--- src/hdl/swmc_pkg.sv ---
`timescale 1ns / 1ps
package swmc_pkg;

    localparam int MaxNodesDefault = 256;
    localparam int QHalfPi         = 102944;
    localparam int QPi             = 205887;
    localparam int CordicGain      = 39797;
    localparam int CordicIters     = 16;

    // Input item as it travels through the front queue
    typedef struct packed {
        logic        first_node;
        logic [8:0]  parent_index;
        logic        euler_order;
        logic [15:0] rot_x;
        logic [15:0] rot_y;
        logic [15:0] rot_z;
        logic [23:0] scale_x;
        logic [23:0] scale_y;
        logic [23:0] scale_z;
        logic [31:0] trans_x;
        logic [31:0] trans_y;
        logic [31:0] trans_z;
    } node_item_t;

    // CORDIC arctangent table, Q.16
    function automatic logic signed [31:0] atan_q16(input logic [3:0] i);
        case (i)
            4'd0:    atan_q16 = 32'sd51472;
            4'd1:    atan_q16 = 32'sd30386;
            4'd2:    atan_q16 = 32'sd16055;
            4'd3:    atan_q16 = 32'sd8150;
            4'd4:    atan_q16 = 32'sd4091;
            4'd5:    atan_q16 = 32'sd2047;
            4'd6:    atan_q16 = 32'sd1024;
            4'd7:    atan_q16 = 32'sd512;
            4'd8:    atan_q16 = 32'sd256;
            4'd9:    atan_q16 = 32'sd128;
            4'd10:   atan_q16 = 32'sd64;
            4'd11:   atan_q16 = 32'sd32;
            4'd12:   atan_q16 = 32'sd16;
            4'd13:   atan_q16 = 32'sd8;
            4'd14:   atan_q16 = 32'sd4;
            default: atan_q16 = 32'sd2;
        endcase
    endfunction

    // Saturate a wide signed value to 32 bits
    function automatic logic signed [31:0] sat32(input logic signed [63:0] v);
        if (v > 64'sd2147483647)
            sat32 = 32'sh7fffffff;
        else if (v < -64'sd2147483648)
            sat32 = 32'sh80000000;
        else
            sat32 = v[31:0];
    endfunction

endpackage

--- src/hdl/swmc_front.sv ---
`timescale 1ns / 1ps
// Input side: takes transfers into a two-entry queue
module swmc_front (
    input  logic                 aclk,
    input  logic                 aresetn,
    input  logic                 in_valid,
    output logic                 in_ready,
    input  swmc_pkg::node_item_t in_item,
    output logic                 q_valid,
    input  logic                 q_ready,
    output swmc_pkg::node_item_t q_item
);
    import swmc_pkg::*;

    node_item_t mem_reg [2];
    logic       wptr_reg, rptr_reg;
    logic [1:0] count_reg;
    logic       push, pop;

    assign in_ready = (count_reg != 2'd2);
    assign q_valid  = (count_reg != 2'd0);
    assign q_item   = mem_reg[rptr_reg];
    assign push     = in_valid && in_ready;
    assign pop      = q_valid && q_ready;

    // Queue storage
    always_ff @(posedge aclk) begin
        if (push) begin
            mem_reg[wptr_reg] <= in_item;
        end
    end

    // Queue pointers
    always_ff @(posedge aclk) begin
        if (!aresetn) begin
            wptr_reg  <= 1'b0;
            rptr_reg  <= 1'b0;
            count_reg <= 2'd0;
        end else begin
            if (push) wptr_reg <= ~wptr_reg;
            if (pop)  rptr_reg <= ~rptr_reg;
            count_reg <= count_reg + {1'b0, push} - {1'b0, pop};
        end
    end

    a_count_max: assert property (@(posedge aclk) disable iff (!aresetn)
        count_reg <= 2'd2) else $error("queue overflow");
    a_no_pop_empty: assert property (@(posedge aclk) disable iff (!aresetn)
        (count_reg == 2'd0) |-> !pop) else $error("pop from empty queue");
    a_full_stall: assert property (@(posedge aclk) disable iff (!aresetn)
        (count_reg == 2'd2) |-> !push) else $error("push into full queue");
endmodule

--- config.mk ---
export PLATFORM = sky130hd
export DESIGN_NAME = swmc_front
export DESIGN_NICKNAME = d
export VERILOG_FILES = /design/src/hdl/swmc_pkg.sv /design/src/hdl/swmc_front.sv
export SDC_FILE = /design/constraint.sdc
export NUM_CORES = 1
export LEC_CHECK = 0
export BUFFER_PORTS_ARGS = -buffer_cell sky130_fd_sc_hd__buf_2
export CAP_MARGIN = 20
export CORE_AREA = 2 2 183 203
export DETAILED_ROUTE_END_ITERATION = 6
export DIE_AREA = 0 0 185 205
export GPL_TIMING_DRIVEN = 0
export HOLD_SLACK_MARGIN = 0.15
export PLACE_DENSITY = 0.8
export SLEW_MARGIN = 20
export SYNTH_ARGS = -nofsm -noshare
export SYNTH_HDL_FRONTEND = slang
export SYNTH_SLANG_ARGS = --single-unit
--- constraint.sdc ---
create_clock -name aclk -period 11.3 [get_ports aclk]
set_input_delay 0.565 -clock aclk [delete_from_list [all_inputs] [get_ports aclk]]
set_output_delay 0.565 -clock aclk [all_outputs]
set_load 0.01 [all_outputs]
==> flow_metrics.env <==
export IMPL_viasPerCell=4.87
export IMPL_grt_setup_unrepaired="no"
export IMPL_crit_type="reg2out"
export IMPL_synth_enable_flop_cells=454
export IMPL_htree_num_levels=2
export IMPL_slew_headroom_pct=50.5
export IMPL_max_cap_violations=0
export IMPL_synth_top_area_share_pct=81.6
export IMPL_nNetsFinal=1522
export IMPL_setup_viol=0
export IMPL_crit_fanout=10
export IMPL_fill_cells=2558
export IMPL_grt_overflow=0
export IMPL_drtAntennaViolNets=0
export IMPL_p_clk_share_pct=29.5
export IMPL_setup_tns_ps=0
export IMPL_synth_commonest_cells="edfxtp_1 (454), mux2_2 (197), mux2_4 (30)"
export IMPL_critical_path_top_delay_family="buffers and inverters"
export IMPL_synth_cells=730
export IMPL_cts_made_buffers=45
export IMPL_internal_power_mw=3.52
export IMPL_status="complete, no violations"
export IMPL_synth_avg_cell_area_um2=22.9
export IMPL_syn_nets=963
export IMPL_dieArea_mm2=0.0379
export IMPL_swShare_pct=26.9
export IMPL_start_util_pct=46.7
export IMPL_clk_pin_slew_ps=60
export IMPL_critPathLaunchType="flop"
export IMPL_final_hold_violation_count=0
export IMPL_synthMostInstantiatedCell="edfxtp_1"
export IMPL_synth_distinct_cells=19
export IMPL_p_sw_mw=1.30
export IMPL_routabilityCongestion=0.757
export IMPL_critPathArrivalTime_ps=2100
export IMPL_cp_required_ps=10740
export IMPL_worstHoldPathType="in2reg"
export IMPL_final_max_slew_viol_count=0
export IMPL_portBuffers=459
export IMPL_synth_seq_area_share_pct=82.2
export IMPL_drive_gt1_share_pct=59.8
export IMPL_ys_ff_latch=459
export IMPL_async_reset_ff_share_pct=0
export IMPL_insertion_delay_ps=560
export IMPL_drtPass1Iterations=4
export IMPL_skew_ps=11.7
export IMPL_ioPinCount=460
export IMPL_route_detailed_drc=0
export IMPL_yosysWarnings=0
export IMPL_clkSinkCount=459
export IMPL_wl_per_cell_um=20.0
export IMPL_synth_area_mm2=0.0167
export IMPL_worstPathCellList="buf_2 > buf_4 > mux2_2 > buf_2"
export IMPL_fmax_ghz=0.376
export IMPL_tightestPinTransition_ps=740
export IMPL_area_growth_pct=30.6
export IMPL_peakVddDrop_mv=0.150
export IMPL_coreArea_mm2=0.0358
export IMPL_root_buffer="clkbuf_16"
export IMPL_dpl_hpwl_mm=25.2
export IMPL_seqPwrFrac_pct=45.3
export IMPL_grt_max_degree=53
export IMPL_grt_pass1_vias=9171
export IMPL_worstSetupEndpointType="output pin"
export IMPL_fin_crit_sh_pct=23.5
export IMPL_die_h_um=205
export IMPL_fin_crit_ps=2660
export IMPL_combPwrFrac_pct=25.2
export IMPL_grt_pass1_wl_mm=51.3
export IMPL_power_mw=4.82
export IMPL_power_density_mw_per_mm2=221
export IMPL_cts_max_path_buffers=3
export IMPL_ys_top_cells_by_area="edfxtp_1 (82%), mux2_2 (13%), mux2_4 (2.7%)"
export IMPL_critPathBufInv=3
export IMPL_ys_flop_type="edfxtp_1"
export IMPL_die_x_um=185
export IMPL_largest_reg_flops=454
export IMPL_detail_route_wirelength_mm=36.3
export IMPL_antenna_found_initial=7
export IMPL_cts_tree="done"
export IMPL_leakage_nw=8.25
export IMPL_vias=8851
export IMPL_worst_path_largest_cell_delay_ps=390
export IMPL_drt_iter0_markers=390
export IMPL_grt_use_total_pct=18.3
export IMPL_rows=73
export IMPL_synth_top_area_cell="edfxtp_1"
export IMPL_cp_slowest_cell="mux2_2"
export IMPL_cp_common_cell="buf_2"
-- logic make-up after synthesis --
family	share of synthesized area (%)
DFF	82.2
muxes	16.0
buffers and inverters	1.09
and+or+nand+nor	0.367
xor gates and xnor gates	0.157
adders and majority gates	0.150
AOI/OAI and AO/OA	0.0449
-- power groups by stage --
stage | Combinational, mW | Clock [mW] | Sequential (mW)
3_5_place_dp | 1.21 | 0 | 2.22
3_3_place_gp | 1.11 | 0 | 2.34
6_report | 1.21 | 1.42 | 2.18
5_1_grt | 1.30 | 1.52 | 2.20
2_1_floorplan | 0.688 | 0 | 2.29
4_1_cts | 1.23 | 1.46 | 2.18
-- area by class of cell --
type                       count  area, um^2  area share, %
sequential                   459       13700           62.9
buffer                        25         178          0.814
multi-input combinational    245        2810           12.9
tap                          487         609           2.79
timing repair buffer         512        3080           14.1
clock buffer                  60        1220           5.61
inverter                       1        3.75         0.0172
clock inverter                24         179          0.820
antenna                        4        10.0         0.0459
-- layout by cell type (no fill, tap or decap), types with 2 or more instances in the layout --
master / Yosys / routed
edfxtp_1: 454 / 454
nor2b_1: 2 / 2
buf_6: 4 / 4
ha_1: 2 / 2
clkbuf_16: 0 / 47
and2_1: 2 / 2
buf_2: 10 / 469
xnor2_1: 3 / 3
nand2b_1: 2 / 2
clkinv_4: 0 / 2
bufinv_16: 0 / 2
inv_6: 0 / 3
clkinv_1: 0 / 8
mux2_4: 30 / 30
clkbuf_1: 0 / 13
buf_4: 11 / 11
clkinv_2: 0 / 9
buf_12: 0 / 4
buf_16: 0 / 12
dlygate4sd3_1: 0 / 37
mux2_2: 197 / 197
nand2_1: 2 / 2
diode_2: 0 / 4
dfxtp_1: 5 / 5
-- per-layer routing --
| metal | vias to the layer above | global-route usage [%] | routed length (um) |
|---|---|---|---|
| li1 | 4042 | - | - |
| met3 | 86 | 7.02 | 3430 |
| met5 | - | 0 | 27 |
| met1 | 4337 | 19.0 | 12500 |
| met2 | 382 | 33.0 | 19100 |
| met4 | 4 | 7.31 | 1150 |
-- repair_timing --
| action | in CTS | in global routing |
|---|---|---|
| resized for setup | 0 | 0 |
| buffers inserted | 0 | 0 |
| endpoints found under the hold margin | 67 | 0 |
| hold buffers | 37 | 0 |
-- metrics by stage --
stage,instance area (um^2),std cells,hold slack (ps),setup slack [ps],util [%]
2_1_floorplan,16700,730,455,415,-
3_3_place_gp,19600,1676,465,-4690,54.8
3_5_place_dp,20000,1692,534,8740,56.0
4_1_cts,21800,1813,150,8530,60.9
5_1_grt,21800,1817,151,8530,61.0
6_report,21800,1817,190,8640,61.0
-- worst paths after layout --
kind	start	to	slack, ps	cells past startpoint
max	flop	q_item[117]	8640	4
min	in_item[35]	mem_reg[0][35]$_DFFE_PP_	190	1
max reg2reg	count_reg[0]$_SDFF_PN0_	mem_reg[0][107]$_DFFE_PP_	8850	7
min reg2reg	wptr_reg$_SDFFE_PN0N_	wptr_reg$_SDFFE_PN0N_	550	2
(Power assumes the default switching activity.)
